$ cat config.mk
export PLATFORM = sky130hd
export DESIGN_NAME = per_sensor_running_average_monitor_top
export DESIGN_NICKNAME = d
export VERILOG_FILES = /design/src/sv/prav_pkg.sv /design/src/sv/per_sensor_running_average_monitor_top.sv /design/src/sv/prav_div.sv /design/src/sv/prav_datapath.sv /design/src/sv/prav_ctrl.sv
export SDC_FILE = /design/constraint.sdc
export NUM_CORES = 2
export LEC_CHECK = 0
export BUFFER_PORTS_ARGS = -buffer_cell sky130_fd_sc_hd__buf_4
export CAP_MARGIN = 5
export CORE_MARGIN = 5
export CORE_UTILIZATION = 50
export CTS_CLUSTER_DIAMETER = 150
export DETAILED_ROUTE_END_ITERATION = 16
export PLACE_DENSITY = 0.64
export SYNTH_ARGS = -nofsm -noshare
export SYNTH_HDL_FRONTEND = slang
export SYNTH_SLANG_ARGS = --single-unit
$ cat constraint.sdc
create_clock -name clk -period 6.4 [get_ports clk]
set_input_delay 0.64 -clock clk [delete_from_list [all_inputs] [get_ports clk]]
set_output_delay 0.64 -clock clk [all_outputs]
set_load 0.05 [all_outputs]
$ cat src/sv/prav_pkg.sv
// Shared constants, types and helpers of the per-sensor running average monitor.
package prav_pkg;

    localparam int WINDOW      = 5;
    localparam int MAX_SENSORS = 16;

    localparam int ID_W        = 16;
    localparam int TEMP_W      = 16;
    localparam int TS_W        = 32;
    localparam int STATUS_W    = 3;
    localparam int SAMPLES_W   = 5;
    localparam int CFG_INDEX_W = 2;

    localparam int IDX_W     = (MAX_SENSORS > 1) ? $clog2(MAX_SENSORS) : 1;
    localparam int USED_W    = $clog2(MAX_SENSORS + 1);
    localparam int SLOT_W    = (WINDOW > 1) ? $clog2(WINDOW) : 1;
    localparam int FILL_W    = $clog2(WINDOW + 1);
    localparam int WIN_DEPTH = MAX_SENSORS * WINDOW;
    localparam int WADDR_W   = (WIN_DEPTH > 1) ? $clog2(WIN_DEPTH) : 1;
    localparam int SUM_W     = TEMP_W + $clog2(WINDOW);
    localparam int DIV_CNT_W = (SUM_W > 1) ? $clog2(SUM_W) : 1;

    localparam int IN_FIELDS_W  = 2 * ID_W + TS_W + TEMP_W;
    localparam int IN_DATA_W    = ((IN_FIELDS_W + 7) / 8) * 8;
    localparam int OUT_FIELDS_W = 2 * ID_W + TEMP_W + SAMPLES_W + TS_W;
    localparam int OUT_DATA_W   = ((OUT_FIELDS_W + 7) / 8) * 8;

    typedef logic [CFG_INDEX_W-1:0] cfg_index_t;

    localparam cfg_index_t CFG_MAX_TEMP = cfg_index_t'(0);
    localparam cfg_index_t CFG_MIN_TEMP = cfg_index_t'(1);

    localparam logic signed [TEMP_W-1:0] MAX_TEMP_RESET = 16'sd6400;
    localparam logic signed [TEMP_W-1:0] MIN_TEMP_RESET = 16'sd3840;

    typedef enum logic [STATUS_W-1:0] {
        ST_NORMAL  = 3'd0,
        ST_HOT     = 3'd1,
        ST_COLD    = 3'd2,
        ST_UNKNOWN = 3'd3,
        ST_MAPPED  = 3'd4,
        ST_FULL    = 3'd5
    } status_t;

    typedef enum logic [1:0] {
        RES_MAP,
        RES_FULL,
        RES_UNKNOWN,
        RES_SAMPLE
    } res_sel_t;

    typedef struct packed {
        logic     load_in;
        logic     lookup;
        logic     map_write;
        logic     sample_write;
        logic     sum_step;
        logic     div_start;
        logic     out_load;
        res_sel_t res_sel;
    } dp_cmd_t;

    typedef struct packed {
        logic is_sample;
        logic hit;
        logic table_full;
        logic sum_done;
        logic div_done;
        logic out_free;
    } dp_stat_t;

    function automatic logic [WADDR_W-1:0] win_addr(input logic [IDX_W-1:0]  idx,
                                                    input logic [SLOT_W-1:0] slot);
        return WADDR_W'(idx) * WADDR_W'(WINDOW) + WADDR_W'(slot);
    endfunction

endpackage

$ cat src/sv/per_sensor_running_average_monitor_top.sv
// Top level of the per-sensor running average monitor: controller plus datapath.
//
//  channel  | signals                               | transfer
//  ---------+---------------------------------------+------------------------------
//  s_axis   | tvalid tready tdata[79:0] tuser[0]    | one mapping or sample item
//  m_axis   | tvalid tready tdata[87:0] tuser[2:0]  | one result per item
//  cfg      | cfg_valid cfg_ready cfg_index cfg_data| limit register write
//
// Mapping, unknown sensor and table full items pass IDLE, LOOKUP, DECIDE and RESULT, where
// the result is loaded into the output register. Sample items also pass SUM (one window read
// per sample in the average), DRAIN, DIV and DIV_WAIT; the bit-serial divider producing one
// quotient bit per cycle sets most of the wait.
// One item is in work at a time; the next is taken while a result waits in the
// output register. Reset clears the table valid bits and entry count and resets the limits.
module per_sensor_running_average_monitor_top (
    input  logic                            clk,
    input  logic                            rst_n,
    input  logic                            s_axis_tvalid,
    output logic                            s_axis_tready,
    // sensor_key[15:0], room_id[31:16], timestamp[63:32], sample_value[79:64]
    input  logic [prav_pkg::IN_DATA_W-1:0]  s_axis_tdata,
    // kind[0]
    input  logic                            s_axis_tuser,
    output logic                            m_axis_tvalid,
    input  logic                            m_axis_tready,
    // sensor_echo[15:0], room_out[31:16], average[47:32], samples_used[52:48],
    // last_timestamp[84:53], zero[87:85]
    output logic [prav_pkg::OUT_DATA_W-1:0] m_axis_tdata,
    // status[2:0]
    output logic [prav_pkg::STATUS_W-1:0]   m_axis_tuser,
    input  logic                            cfg_valid,
    output logic                            cfg_ready,
    input  prav_pkg::cfg_index_t            cfg_index,
    input  logic [prav_pkg::TEMP_W-1:0]     cfg_data
);

    prav_pkg::dp_cmd_t  cmd;
    prav_pkg::dp_stat_t stat;

    prav_ctrl u_ctrl (
        .clk           (clk),
        .rst_n         (rst_n),
        .s_axis_tvalid (s_axis_tvalid),
        .s_axis_tready (s_axis_tready),
        .stat          (stat),
        .cmd           (cmd)
    );

    prav_datapath u_datapath (
        .clk           (clk),
        .rst_n         (rst_n),
        .cmd           (cmd),
        .stat          (stat),
        .s_axis_tdata  (s_axis_tdata),
        .s_axis_tuser  (s_axis_tuser),
        .m_axis_tvalid (m_axis_tvalid),
        .m_axis_tready (m_axis_tready),
        .m_axis_tdata  (m_axis_tdata),
        .m_axis_tuser  (m_axis_tuser),
        .cfg_valid     (cfg_valid),
        .cfg_ready     (cfg_ready),
        .cfg_index     (cfg_index),
        .cfg_data      (cfg_data)
    );

endmodule

$ cat src/sv/prav_div.sv
// Bit-serial signed divider: one quotient bit per cycle, result truncated toward zero.
module prav_div (
    input  logic                              clk,
    input  logic                              rst_n,
    input  logic                              start,
    input  logic signed [prav_pkg::SUM_W-1:0] dividend,
    input  logic [prav_pkg::FILL_W-1:0]       divisor,
    output logic                              done,
    output logic signed [prav_pkg::TEMP_W-1:0] quotient
);

    logic                              busy_reg;
    logic                              done_reg;
    logic [prav_pkg::DIV_CNT_W-1:0]    cnt_reg;
    logic                              neg_reg;
    logic [prav_pkg::FILL_W-1:0]       dvs_reg;
    logic [prav_pkg::FILL_W-1:0]       rem_reg;
    logic [prav_pkg::SUM_W-1:0]        quo_reg;

    logic [prav_pkg::FILL_W:0]         rem_shift;
    logic                              take;
    logic [prav_pkg::FILL_W:0]         rem_sub;
    logic [prav_pkg::FILL_W-1:0]       rem_next;
    logic [prav_pkg::TEMP_W-1:0]       mag;

    assign rem_shift = {rem_reg, quo_reg[prav_pkg::SUM_W-1]};
    assign take      = (rem_shift >= {1'b0, dvs_reg});
    assign rem_sub   = rem_shift - {1'b0, dvs_reg};
    assign rem_next  = take ? rem_sub[prav_pkg::FILL_W-1:0] : rem_shift[prav_pkg::FILL_W-1:0];
    assign mag       = quo_reg[prav_pkg::TEMP_W-1:0];

    always_ff @(posedge clk or negedge rst_n)
    begin
        if (!rst_n)
        begin
            busy_reg <= 1'b0;
            done_reg <= 1'b0;
            cnt_reg  <= '0;
        end
        else
        begin
            done_reg <= 1'b0;
            if (start)
            begin
                busy_reg <= 1'b1;
                cnt_reg  <= '0;
            end
            else if (busy_reg)
            begin
                cnt_reg <= cnt_reg + prav_pkg::DIV_CNT_W'(1);
                if (cnt_reg == prav_pkg::DIV_CNT_W'(prav_pkg::SUM_W - 1))
                begin
                    busy_reg <= 1'b0;
                    done_reg <= 1'b1;
                end
            end
        end
    end

    always_ff @(posedge clk)
    begin
        if (start)
        begin
            neg_reg <= dividend[prav_pkg::SUM_W-1];
            dvs_reg <= divisor;
            rem_reg <= '0;
            quo_reg <= dividend[prav_pkg::SUM_W-1] ? (~dividend + 1'b1) : dividend;
        end
        else if (busy_reg)
        begin
            rem_reg <= rem_next;
            quo_reg <= {quo_reg[prav_pkg::SUM_W-2:0], take};
        end
    end

    assign done     = done_reg;
    assign quotient = neg_reg ? -$signed(mag) : $signed(mag);

    a_no_restart: assert property (@(posedge clk) disable iff (!rst_n)
        start |-> !busy_reg)
        else $error("divider started while busy");

endmodule

$ cat src/sv/prav_datapath.sv
// Datapath: item and limit registers, sensor table, sample window memory, sum, divide, result.
module prav_datapath (
    input  logic                                clk,
    input  logic                                rst_n,
    input  prav_pkg::dp_cmd_t                   cmd,
    output prav_pkg::dp_stat_t                  stat,
    input  logic [prav_pkg::IN_DATA_W-1:0]      s_axis_tdata,
    input  logic                                s_axis_tuser,
    output logic                                m_axis_tvalid,
    input  logic                                m_axis_tready,
    output logic [prav_pkg::OUT_DATA_W-1:0]     m_axis_tdata,
    output logic [prav_pkg::STATUS_W-1:0]       m_axis_tuser,
    input  logic                                cfg_valid,
    output logic                                cfg_ready,
    input  prav_pkg::cfg_index_t                cfg_index,
    input  logic [prav_pkg::TEMP_W-1:0]         cfg_data
);

    localparam int ROOM_LO = prav_pkg::ID_W;
    localparam int TS_LO   = 2 * prav_pkg::ID_W;
    localparam int VAL_LO  = 2 * prav_pkg::ID_W + prav_pkg::TS_W;

    logic signed [prav_pkg::TEMP_W-1:0] max_temp_reg;
    logic signed [prav_pkg::TEMP_W-1:0] min_temp_reg;

    logic                               kind_reg;
    logic [prav_pkg::ID_W-1:0]          sid_reg;
    logic [prav_pkg::ID_W-1:0]          room_reg;
    logic [prav_pkg::TS_W-1:0]          ts_reg;
    logic signed [prav_pkg::TEMP_W-1:0] val_reg;

    logic                               ent_valid_reg  [prav_pkg::MAX_SENSORS];
    logic [prav_pkg::ID_W-1:0]          ent_sensor_reg [prav_pkg::MAX_SENSORS];
    logic [prav_pkg::ID_W-1:0]          ent_room_reg   [prav_pkg::MAX_SENSORS];
    logic [prav_pkg::FILL_W-1:0]        ent_fill_reg   [prav_pkg::MAX_SENSORS];
    logic [prav_pkg::SLOT_W-1:0]        ent_head_reg   [prav_pkg::MAX_SENSORS];
    logic [prav_pkg::USED_W-1:0]        used_reg;

    logic                               hit_any;
    logic [prav_pkg::IDX_W-1:0]         hit_idx;
    logic                               hit_reg;
    logic [prav_pkg::IDX_W-1:0]         hit_idx_reg;
    logic [prav_pkg::IDX_W-1:0]         map_idx;
    logic                               table_full;

    logic signed [prav_pkg::TEMP_W-1:0] win_mem [prav_pkg::WIN_DEPTH];
    logic signed [prav_pkg::TEMP_W-1:0] win_q_reg;

    logic [prav_pkg::SLOT_W-1:0]        slot_cur;
    logic [prav_pkg::FILL_W-1:0]        fill_cur;
    logic [prav_pkg::FILL_W-1:0]        fill_new;
    logic [prav_pkg::SLOT_W-1:0]        rd_slot_reg;
    logic [prav_pkg::FILL_W-1:0]        rem_reg;
    logic [prav_pkg::FILL_W-1:0]        n_reg;
    logic                               rd_pend_reg;
    logic signed [prav_pkg::SUM_W-1:0]  acc_reg;

    logic                               div_done;
    logic signed [prav_pkg::TEMP_W-1:0] div_quotient;
    logic signed [prav_pkg::TEMP_W-1:0] avg_reg;

    prav_pkg::status_t                  res_status;
    logic [prav_pkg::ID_W-1:0]          res_room;
    logic signed [prav_pkg::TEMP_W-1:0] res_avg;
    logic [prav_pkg::SAMPLES_W-1:0]     res_used;
    logic [prav_pkg::TS_W-1:0]          res_ts;

    logic                               out_valid_reg;
    prav_pkg::status_t                  out_status_reg;
    logic [prav_pkg::OUT_DATA_W-1:0]    out_data_reg;

    function automatic logic [prav_pkg::SLOT_W-1:0] slot_inc(
        input logic [prav_pkg::SLOT_W-1:0] s);
        return (s == prav_pkg::SLOT_W'(prav_pkg::WINDOW - 1)) ? '0
                                                               : s + prav_pkg::SLOT_W'(1);
    endfunction

    function automatic logic [prav_pkg::SLOT_W-1:0] slot_dec(
        input logic [prav_pkg::SLOT_W-1:0] s);
        return (s == '0) ? prav_pkg::SLOT_W'(prav_pkg::WINDOW - 1)
                         : s - prav_pkg::SLOT_W'(1);
    endfunction

    // limit registers
    assign cfg_ready = 1'b1;

    always_ff @(posedge clk or negedge rst_n)
    begin
        if (!rst_n)
        begin
            max_temp_reg <= prav_pkg::MAX_TEMP_RESET;
            min_temp_reg <= prav_pkg::MIN_TEMP_RESET;
        end
        else if (cfg_valid)
        begin
            unique case (cfg_index)
                prav_pkg::CFG_MAX_TEMP: max_temp_reg <= cfg_data;
                prav_pkg::CFG_MIN_TEMP: min_temp_reg <= cfg_data;
                default: ;
            endcase
        end
    end

    // item capture
    always_ff @(posedge clk)
    begin
        if (cmd.load_in)
        begin
            kind_reg <= s_axis_tuser;
            sid_reg  <= s_axis_tdata[prav_pkg::ID_W-1:0];
            room_reg <= s_axis_tdata[ROOM_LO +: prav_pkg::ID_W];
            ts_reg   <= s_axis_tdata[TS_LO +: prav_pkg::TS_W];
            val_reg  <= s_axis_tdata[VAL_LO +: prav_pkg::TEMP_W];
        end
    end

    // table match, lowest index wins
    always_comb
    begin
        hit_any = 1'b0;
        hit_idx = '0;
        for (int i = prav_pkg::MAX_SENSORS - 1; i >= 0; i--)
        begin
            if (ent_valid_reg[i] && ent_sensor_reg[i] == sid_reg)
            begin
                hit_any = 1'b1;
                hit_idx = prav_pkg::IDX_W'(i);
            end
        end
    end

    always_ff @(posedge clk)
    begin
        if (cmd.lookup)
        begin
            hit_reg     <= hit_any;
            hit_idx_reg <= hit_idx;
        end
    end

    assign table_full = (used_reg == prav_pkg::USED_W'(prav_pkg::MAX_SENSORS));
    assign map_idx    = hit_reg ? hit_idx_reg : used_reg[prav_pkg::IDX_W-1:0];
    assign slot_cur   = ent_head_reg[hit_idx_reg];
    assign fill_cur   = ent_fill_reg[hit_idx_reg];
    assign fill_new   = (fill_cur == prav_pkg::FILL_W'(prav_pkg::WINDOW))
                        ? fill_cur : fill_cur + prav_pkg::FILL_W'(1);

    always_ff @(posedge clk or negedge rst_n)
    begin
        if (!rst_n)
        begin
            for (int i = 0; i < prav_pkg::MAX_SENSORS; i++)
            begin
                ent_valid_reg[i] <= 1'b0;
            end
            used_reg <= '0;
        end
        else if (cmd.map_write)
        begin
            ent_valid_reg[map_idx] <= 1'b1;
            if (!hit_reg)
            begin
                used_reg <= used_reg + prav_pkg::USED_W'(1);
            end
        end
    end

    always_ff @(posedge clk)
    begin
        if (cmd.map_write)
        begin
            ent_sensor_reg[map_idx] <= sid_reg;
            ent_room_reg[map_idx]   <= room_reg;
            ent_fill_reg[map_idx]   <= '0;
            ent_head_reg[map_idx]   <= '0;
        end
        else if (cmd.sample_write)
        begin
            ent_fill_reg[hit_idx_reg] <= fill_new;
            ent_head_reg[hit_idx_reg] <= slot_inc(slot_cur);
        end
    end

    // sample window: newest written at head, summed newest to oldest
    always_ff @(posedge clk)
    begin
        if (cmd.sample_write)
        begin
            win_mem[prav_pkg::win_addr(hit_idx_reg, slot_cur)] <= val_reg;
        end
        if (cmd.sum_step)
        begin
            win_q_reg <= win_mem[prav_pkg::win_addr(hit_idx_reg, rd_slot_reg)];
        end
    end

    always_ff @(posedge clk or negedge rst_n)
    begin
        if (!rst_n)
        begin
            rd_pend_reg <= 1'b0;
            rem_reg     <= '0;
        end
        else
        begin
            rd_pend_reg <= cmd.sum_step;
            if (cmd.sample_write)
            begin
                rem_reg <= fill_new;
            end
            else if (cmd.sum_step)
            begin
                rem_reg <= rem_reg - prav_pkg::FILL_W'(1);
            end
        end
    end

    always_ff @(posedge clk)
    begin
        if (cmd.sample_write)
        begin
            rd_slot_reg <= slot_cur;
            n_reg       <= fill_new;
            acc_reg     <= '0;
        end
        else
        begin
            if (cmd.sum_step)
            begin
                rd_slot_reg <= slot_dec(rd_slot_reg);
            end
            if (rd_pend_reg)
            begin
                acc_reg <= acc_reg + prav_pkg::SUM_W'(win_q_reg);
            end
        end
        if (div_done)
        begin
            avg_reg <= div_quotient;
        end
    end

    prav_div u_div (
        .clk      (clk),
        .rst_n    (rst_n),
        .start    (cmd.div_start),
        .dividend (acc_reg),
        .divisor  (n_reg),
        .done     (div_done),
        .quotient (div_quotient)
    );

    // result forming
    always_comb
    begin
        res_status = prav_pkg::ST_UNKNOWN;
        res_room   = '0;
        res_avg    = '0;
        res_used   = '0;
        res_ts     = '0;
        unique case (cmd.res_sel)
            prav_pkg::RES_MAP:
            begin
                res_status = prav_pkg::ST_MAPPED;
                res_room   = room_reg;
            end
            prav_pkg::RES_FULL:
            begin
                res_status = prav_pkg::ST_FULL;
            end
            prav_pkg::RES_UNKNOWN:
            begin
                res_status = prav_pkg::ST_UNKNOWN;
            end
            prav_pkg::RES_SAMPLE:
            begin
                priority if (avg_reg > max_temp_reg)
                begin
                    res_status = prav_pkg::ST_HOT;
                end
                else if (avg_reg < min_temp_reg)
                begin
                    res_status = prav_pkg::ST_COLD;
                end
                else
                begin
                    res_status = prav_pkg::ST_NORMAL;
                end
                res_room = ent_room_reg[hit_idx_reg];
                res_avg  = avg_reg;
                res_used = prav_pkg::SAMPLES_W'(n_reg);
                res_ts   = ts_reg;
            end
        endcase
    end

    // output register
    always_ff @(posedge clk or negedge rst_n)
    begin
        if (!rst_n)
        begin
            out_valid_reg <= 1'b0;
        end
        else if (cmd.out_load)
        begin
            out_valid_reg <= 1'b1;
        end
        else if (m_axis_tready)
        begin
            out_valid_reg <= 1'b0;
        end
    end

    always_ff @(posedge clk)
    begin
        if (cmd.out_load)
        begin
            out_status_reg <= res_status;
            out_data_reg   <= prav_pkg::OUT_DATA_W'({res_ts, res_used, res_avg,
                                                     res_room, sid_reg});
        end
    end

    assign m_axis_tvalid = out_valid_reg;
    assign m_axis_tdata  = out_data_reg;
    assign m_axis_tuser  = out_status_reg;

    assign stat.is_sample  = kind_reg;
    assign stat.hit        = hit_reg;
    assign stat.table_full = table_full;
    assign stat.sum_done   = (rem_reg == '0);
    assign stat.div_done   = div_done;
    assign stat.out_free   = !out_valid_reg || m_axis_tready;

    a_map_has_room: assert property (@(posedge clk) disable iff (!rst_n)
        cmd.map_write |-> (hit_reg || !table_full))
        else $error("mapping written into a full table");

    a_used_bound: assert property (@(posedge clk) disable iff (!rst_n)
        used_reg <= prav_pkg::USED_W'(prav_pkg::MAX_SENSORS))
        else $error("entry count beyond table size");

    a_sample_hit: assert property (@(posedge clk) disable iff (!rst_n)
        cmd.sample_write |-> (hit_reg && ent_valid_reg[hit_idx_reg]))
        else $error("sample written for an unmapped entry");

    a_out_no_overwrite: assert property (@(posedge clk) disable iff (!rst_n)
        cmd.out_load |-> (!out_valid_reg || m_axis_tready))
        else $error("pending result overwritten");

endmodule

$ cat src/sv/prav_ctrl.sv
// Controller state machine sequencing lookup, table update, window sum, divide and result.
module prav_ctrl (
    input  logic               clk,
    input  logic               rst_n,
    input  logic               s_axis_tvalid,
    output logic               s_axis_tready,
    input  prav_pkg::dp_stat_t stat,
    output prav_pkg::dp_cmd_t  cmd
);

    typedef enum logic [2:0] {
        S_IDLE,
        S_LOOKUP,
        S_DECIDE,
        S_SUM,
        S_DRAIN,
        S_DIV,
        S_DIV_WAIT,
        S_RESULT
    } state_t;

    state_t             state_reg;
    state_t             state_next;
    prav_pkg::res_sel_t res_sel_reg;
    prav_pkg::res_sel_t res_sel_next;

    always_ff @(posedge clk or negedge rst_n)
    begin
        if (!rst_n)
        begin
            state_reg   <= S_IDLE;
            res_sel_reg <= prav_pkg::RES_UNKNOWN;
        end
        else
        begin
            state_reg   <= state_next;
            res_sel_reg <= res_sel_next;
        end
    end

    always_comb
    begin
        cmd           = '0;
        cmd.res_sel   = res_sel_reg;
        state_next    = state_reg;
        res_sel_next  = res_sel_reg;
        s_axis_tready = 1'b0;
        unique case (state_reg)
            S_IDLE:
            begin
                s_axis_tready = 1'b1;
                if (s_axis_tvalid)
                begin
                    cmd.load_in = 1'b1;
                    state_next  = S_LOOKUP;
                end
            end
            S_LOOKUP:
            begin
                cmd.lookup = 1'b1;
                state_next = S_DECIDE;
            end
            S_DECIDE:
            begin
                if (!stat.is_sample)
                begin
                    if (stat.hit || !stat.table_full)
                    begin
                        cmd.map_write = 1'b1;
                        res_sel_next  = prav_pkg::RES_MAP;
                    end
                    else
                    begin
                        res_sel_next = prav_pkg::RES_FULL;
                    end
                    state_next = S_RESULT;
                end
                else if (stat.hit)
                begin
                    cmd.sample_write = 1'b1;
                    state_next       = S_SUM;
                end
                else
                begin
                    res_sel_next = prav_pkg::RES_UNKNOWN;
                    state_next   = S_RESULT;
                end
            end
            S_SUM:
            begin
                if (stat.sum_done)
                begin
                    state_next = S_DRAIN;
                end
                else
                begin
                    cmd.sum_step = 1'b1;
                end
            end
            S_DRAIN:
            begin
                state_next = S_DIV;
            end
            S_DIV:
            begin
                cmd.div_start = 1'b1;
                state_next    = S_DIV_WAIT;
            end
            S_DIV_WAIT:
            begin
                if (stat.div_done)
                begin
                    res_sel_next = prav_pkg::RES_SAMPLE;
                    state_next   = S_RESULT;
                end
            end
            S_RESULT:
            begin
                if (stat.out_free)
                begin
                    cmd.out_load = 1'b1;
                    state_next   = S_IDLE;
                end
            end
        endcase
    end

endmodule
# --- After elaboration in Yosys (flattened, before gate mapping) ---
# Memories as Yosys holds them, arrays and structs flattened. A register that Yosys moved wholly into a read port is not among the register bits.
# Cells that the tools add are included.
totals:
  reg_bits: 311
  ram_bits: 1888
  input_bits: 104
  out_inout_bits: 94
  wordCells: 235
  mem_count: 5
memory_table:
  columns: ["memory", "depth", "word_bits", "read_ports", "rd_ports_with_merged_regs", "write_ports", "line_no", "rtl"]
  rows:
  - ["u_datapath.win_mem", 80, 16, 1, 1, 1, "prav_datapath.sv:46", "logic signed [prav_pkg::TEMP_W-1:0] win_mem [prav_pkg::WIN_DEPTH];"]
  - ["u_datapath.ent_room_reg", 16, 16, 1, 0, 1, "prav_datapath.sv:34", "logic [prav_pkg::ID_W-1:0] ent_room_reg [prav_pkg::MAX_SENSORS];"]
  - ["u_datapath.ent_sensor_reg", 16, 16, 16, 0, 1, "prav_datapath.sv:33", "logic [prav_pkg::ID_W-1:0] ent_sensor_reg [prav_pkg::MAX_SENSORS];"]
  - ["u_datapath.ent_fill_reg", 16, 3, 1, 0, 1, "prav_datapath.sv:35", "logic [prav_pkg::FILL_W-1:0] ent_fill_reg [prav_pkg::MAX_SENSORS];"]
  - ["u_datapath.ent_head_reg", 16, 3, 1, 0, 1, "prav_datapath.sv:36", "logic [prav_pkg::SLOT_W-1:0] ent_head_reg [prav_pkg::MAX_SENSORS];"]
classes:
  add_sub_neg: 12
  n_mul: 1
  n_lt_le_gt_ge: 5
  eq_ne: 36
  muxes: 83
  n_bitwise: 4
  n_reduce_logical: 41
op_table:
  columns: ["cell", "n"]
  rows:
  - ["16-bit == test", 16]
  - ["3-bit two-way mux", 21]
  - ["19-bit two-way mux", 3]
  - ["4-bit two-way mux", 11]
  - ["1-bit two-way mux", 33]
  - ["16-bit one-hot mux with 2 select lines", 1]
  - ["3-bit one-hot mux with 8 select lines", 1]
  - ["19-bit by 1-bit adder with 19-bit output (second input constant)", 1]
  - ["19-bit by 16-bit adder with 19-bit output", 1]
  - ["19-bit inverter", 1]
  - ["3-bit == test (second input constant)", 6]
  - ["1-bit logical AND", 17]
  - ["16-bit greater-than comparator", 1]
  - ["16-bit < comparator", 1]
  - ["16-bit two-way mux", 1]
  - ["16-bit negator", 1]
  - ["16-bit bitwise OR", 1]
  - ["15-bit OR reduction", 1]
  - ["7-bit by 3-bit adder with 7-bit output", 2]
  - ["2-bit two-way mux", 7]
  - ["3-bit one-hot mux with 4 select lines", 1]
  - ["5-bit by 1-bit adder with 5-bit output (second input constant)", 2]
  - ["5-bit == test (second input constant)", 2]
  - ["5-bit two-way mux", 2]
  - ["30 further kinds", 48]

# --- Depth between registers and ports, before layout ---
# An unclocked memory read counts as a cell.
logic_depth:
  ltp_word: 18
  depth_mapped: 13
  mapped_depth_nobuf: 12

# --- Hierarchy ---
# Synthesis repeated with hierarchy kept, for this count alone.
hier_totals:
  hier_cells: 4284
  hier_area_um2: 87820.5
by_module_without_submodules:
  columns: ["mod", "instances", "cells_per_inst", "area_per_inst_um2", "seq_area_each_um2"]
  rows:
  - ["prav_datapath", 1, 4009, 85195.5, 64840.9]
  - ["prav_div", 1, 233, 2244.7, 925.9]
  - ["prav_ctrl", 1, 42, 380.4, 126.4]

# --- Worst setup path after synthesis ---
# No wires, ideal clock.
synth_path:
  path_kind: "reg2reg"
  startpoint: "register u_datapath.out_valid_reg (netlist: u_datapath.m_axis_tvalid)"
  endpoint: "register u_datapath.out_data_reg, in the netlist u_datapath.m_axis_tdata[0] (enable)"
  setup_ps: 531
  arrival_time_ps: 4374
  t_required_ps: 5869
  slack_ps: 1495
  path_stages_with_launch: 3
  n_path_buf: 0
  synth_period_minus_slack_ps: 4905
  cell_sequence: "dfrtp_1 nor2b_1 nor2_1"
synth_lines:
  columns: ["item", "line_no", "rtl"]
  rows:
  - ["start: declaration", "prav_datapath.sv:68", "logic out_valid_reg;"]
  - ["start signal: assignment", "prav_datapath.sv:302", "out_valid_reg <= 1'b0;"]
  - ["start signal: assignment", "prav_datapath.sv:306", "out_valid_reg <= 1'b1;"]
  - ["start signal: assignment", "prav_datapath.sv:310", "out_valid_reg <= 1'b0;"]
  - ["end signal: assignment", "prav_datapath.sv:319", "out_data_reg <= prav_pkg::OUT_DATA_W'({res_ts, res_used, res_avg,"]
  - ["end: declaration", "prav_datapath.sv:70", "logic [prav_pkg::OUT_DATA_W-1:0] out_data_reg;"]

# --- Final worst setup path ---
layout_path:
  startpoint: "register u_datapath.hit_idx_reg[0] (netlist bit)"
  endpoint: "memory u_datapath.win_mem[62][15] (netlist bit) (enable)"
layout_via:
  elab_chain_len: 2
  elab_cells_between_ends: 3
  cone_classes: "1 x add/sub; 1 x mul; 1 x memory"
layout_rtl:
  columns: ["item", "line_no", "rtl"]
  rows:
  - ["start: declaration", "prav_datapath.sv:42", "logic [prav_pkg::IDX_W-1:0] hit_idx_reg;"]
  - ["start signal: assignment", "prav_datapath.sv:137", "hit_idx_reg <= hit_idx;"]
  - ["4-bit by 3-bit multiplier with 7-bit output or memory read 16 x 3 bit (tied branches)", null, null]
  - ["7-bit by 3-bit adder with 7-bit output (*)", "prav_pkg.sv:74", "return WADDR_W'(idx) * WADDR_W'(WINDOW) + WADDR_W'(slot);"]
  - ["end: declaration", "prav_datapath.sv:46", null]
# Mark *: on every way between the ends. The rest lies on a longest branch, timed or not.

==> results.yml <==
critical_path:
  cpMostUsedCell: "mux4_2"
  ff2ff_path_depth: 10
  r2r-end: "u_datapath.win_mem[62][15]"
  r2r_slack_ps: 1030
  slowest_stage: "edfxtp_1"
  arrival_ps: 5860
  cp.required_ps: 6890
  crit_path_cell_trace: "mux4_2, mux4_2, ha_1, fa_1, a21oi_1, nor3b_1, xnor2_1, nor2_1, nand2_1, nor2_2"
  cp_slowest_stage_delay_ps: 1000
  start_kind: "flop"
  path_max_fanout: 17
  end_kind: "flop"
  worstSetupPathType: "reg -> reg"
  timing.rr.start: "u_datapath.hit_idx_reg[0]"
logic_synthesis:
  ys_types: 71
  synth.top_cell.area_share_pct: 72.6
  synth_most_common_cell: "edfxtp_1"
  synth_commonest_cells: "2121 x edfxtp_1, 510 x mux4_2, 239 x xnor2_1"
  synth_cells: 4328
  synth-seq-cells: 2213
  synth_area_leader_cell: "edfxtp_1"
  synth.avg_cell_area_sq_um: 20.3
  synth_ff_type: "edfxtp_1"
  syn_area_sq_mm: 0.0877
  async_reset_ff_share_pct: 3.16
  synth_area_leaders: "edfxtp_1 73%, mux4_2 13%, xnor2_1 2.4%"
  synth_edf_count: 2121
  ys_seq_area_share_pct: 75.2
  synth_warnings: 0
global_routing:
  grt_pass1_vias: 42637
  antenna_found_initial: 1
  grt_overflow: 0
  grt_pass1_wl_microns: 290000
  grt_use_total_pct: 21.2
  grt_max_degree: 81
floorplan:
  ios: 198
  die_w_microns: 429
  start_util_pct: 50.3
  row_count: 153
  dieHeight_microns: 429
  die-area_sq_mm: 0.184
  core_area_sq_mm: 0.174
detailed_routing:
  routed_wl_microns: 196000
  vias: 42121
  first_pass_iters: 5
  via_per_inst: 5.74
  postRouteAntennaNets: 0
  drt_iter0_markers: 4182
  wl_per_cell_microns: 26.7
  drc_errors: 0
clocking:
  clockBufferDepth: 3
  cts_setup_buffers: 0
  cts-resized-gates: 0
  clockRootBuffer: "clkbuf_16"
  clk_latency_ps: 860
  ctsHoldBuffers: 98
  htreeDepth: 4
  clk_pin_slew_ps: 60
  cts_num_sinks: 2213
  cts_tree: "built"
  cts_inserted_buffers: 218
finish:
  fill_cells: 12669
  largest_reg_flops: 1280
  layout.nets: 5020
  drive_above_1_share_pct: 25.7
  stdcell_area_sq_mm: 0.101
  syn_to_final_growth_pct: 15.2
timing:
  fin_crit_ps: 5370
  fin_skew_ps: 57.9
  fin_crit_sh_pct: 83.9
  fin_ws_ps: 1030
  fmax_mhz: 186
  worst_pin_slew_ps: 1200
  slew-limit-headroom_pct: 19.9
  hold_viol: 0
  rsz0062_at_grt: "no"
  drv_slew: 0
  setup_violations: 0
  fin_tns_setup_ps: 0
power:
  p_clk_share_pct: 27.5
  p_sw_share_pct: 32.6
  seq_power_share_pct: 38.4
  cell_internal_pwr_uw: 30800
  leakage_uw: 0.0329
  power_uw: 45700
  combPwrFrac_pct: 34.2
  cellPowerDensity_mw_per_mm2: 452
  switchingPower_uw: 14900
  peakVddDrop_mv: 0.798
placed_design:
  pre_cts_ws_ps: 1010
  hpwl_microns: 117000
  portBuffers: 191
  placed_area_sq_mm: 0.0930
  gp_congestion: 0.812
worst_hold_path:
  min_from: "m_axis_tready"
  worst_hold_path.endpoint: "u_datapath.m_axis_tvalid"
  holdPathStages: 3
  worstHoldPathType: "in -> reg"
status:
  status: "completed"
flow_run:
  maxCapViolCount: 0
[power groups by stage]
| stage | registers [uW] | clock network, uW | logic, uW |
|---|---|---|---|
| 2_1_floorplan | 18100 | 0 | 9980 |
| 3_3_place_gp | 17800 | 0 | 15600 |
| 3_5_place_dp | 17800 | 0 | 15700 |
| 4_1_cts | 17500 | 12800 | 15800 |
| 5_1_grt | 17600 | 13500 | 16500 |
| 6_report | 17500 | 12500 | 15600 |
[per-layer routing]
| metal | global-route usage, % | wire, microns |
|---|---|---|
| met1 | 30.2 | 82700 |
| met2 | 33.7 | 94300 |
| met3 | 4.56 | 13500 |
| met4 | 6.06 | 5350 |
| met5 | 0 | 0 |
[layout by cell type (no fill, tap or decap), types with 19 or more instances in the layout]
master         instances
dfrtp_1               62
clkinv_1              37
mux2_2                34
ha_1                  82
nand3_1               23
clkinv_2              30
mux4_2               510
dlygate4sd3_1         98
nor4_1                32
inv_1                 74
nand4_1               57
xor2_1                81
edfxtp_1            2121
xnor2_1              236
buf_4                363
dfxtp_1               22
and2_1                56
or2_2                 19
a21oi_1               50
mux2i_1               32
nor2_1               187
clkbuf_1              74
nand2_1              134
clkbuf_16            218
o21ai_0               69
[cell type report]
| cell class | count | area (sq um) | share of cell area [%] |
|---|---|---|---|
| antenna | 1 | 2.50 | 0.00248 |
| inverter | 75 | 282 | 0.279 |
| clock buffer | 297 | 5800 | 5.74 |
| clock inverter | 112 | 1310 | 1.30 |
| tap | 2325 | 2910 | 2.88 |
| multi-input combinational | 1843 | 20800 | 20.6 |
| timing repair buffer | 476 | 4010 | 3.96 |
| sequential | 2213 | 65900 | 65.2 |
[metrics by stage]
| step | hold WS [ps] | util, % | instances |
|---|---|---|---|
| after floorplan | 344 | - | 4332 |
| after CTS | 127 | 58.0 | 7341 |
| final | 196 | 58.0 | 7342 |
| after detailed placement | 434 | 53.4 | 6834 |
| after global placement | 431 | 53.4 | 6834 |
| after global routing | 180 | 58.0 | 7341 |
[how the worst max path moves through the flow]
stage | startpoint | endpoint | cells after the start
final | u_datapath.hit_idx_reg[0] | u_datapath.win_mem[62][15] | 10
after global routing | u_datapath.hit_idx_reg[0] | u_datapath.win_mem[15][13] | 11
after CTS | u_datapath.hit_idx_reg[0] | u_datapath.win_mem[62][15] | 10
after detailed placement | u_datapath.hit_idx_reg[0] | u_datapath.win_mem[62][15] | 10
after global placement | u_datapath.hit_idx_reg[0] | u_datapath.win_mem[62][15] | 10
after floorplan | u_datapath.m_axis_tvalid | u_datapath.m_axis_tdata[0] | 2
[worst max-delay path: cells and delay by family, from the launching register on]
| family | cells | cell delay, ps |
|---|---|---|
| AOI/OAI and AO/OA | 1 | 360 |
| xor gates and xnor gates | 1 | 170 |
| adders and majority gates | 2 | 720 |
| DFF | 1 | 1000 |
| muxes | 2 | 1150 |
| and+or+nand+nor | 4 | 1570 |
[cell families after synthesis]
| group | Yosys count | share of synthesized area [%] |
|---|---|---|
| adder cells (fa/ha/maj) | 89 | 1.31 |
| XOR/XNOR | 322 | 3.22 |
| AO/OA/AOI/OAI | 235 | 1.64 |
| multiplexers | 576 | 13.9 |
| buffers and inverters | 276 | 1.35 |
| flip-flops | 2213 | 75.2 |
| AND/OR/NAND/NOR | 615 | 3.41 |
| other | 2 | 0.00857 |
No activity file was read; power rests on OpenSTA's default activity.
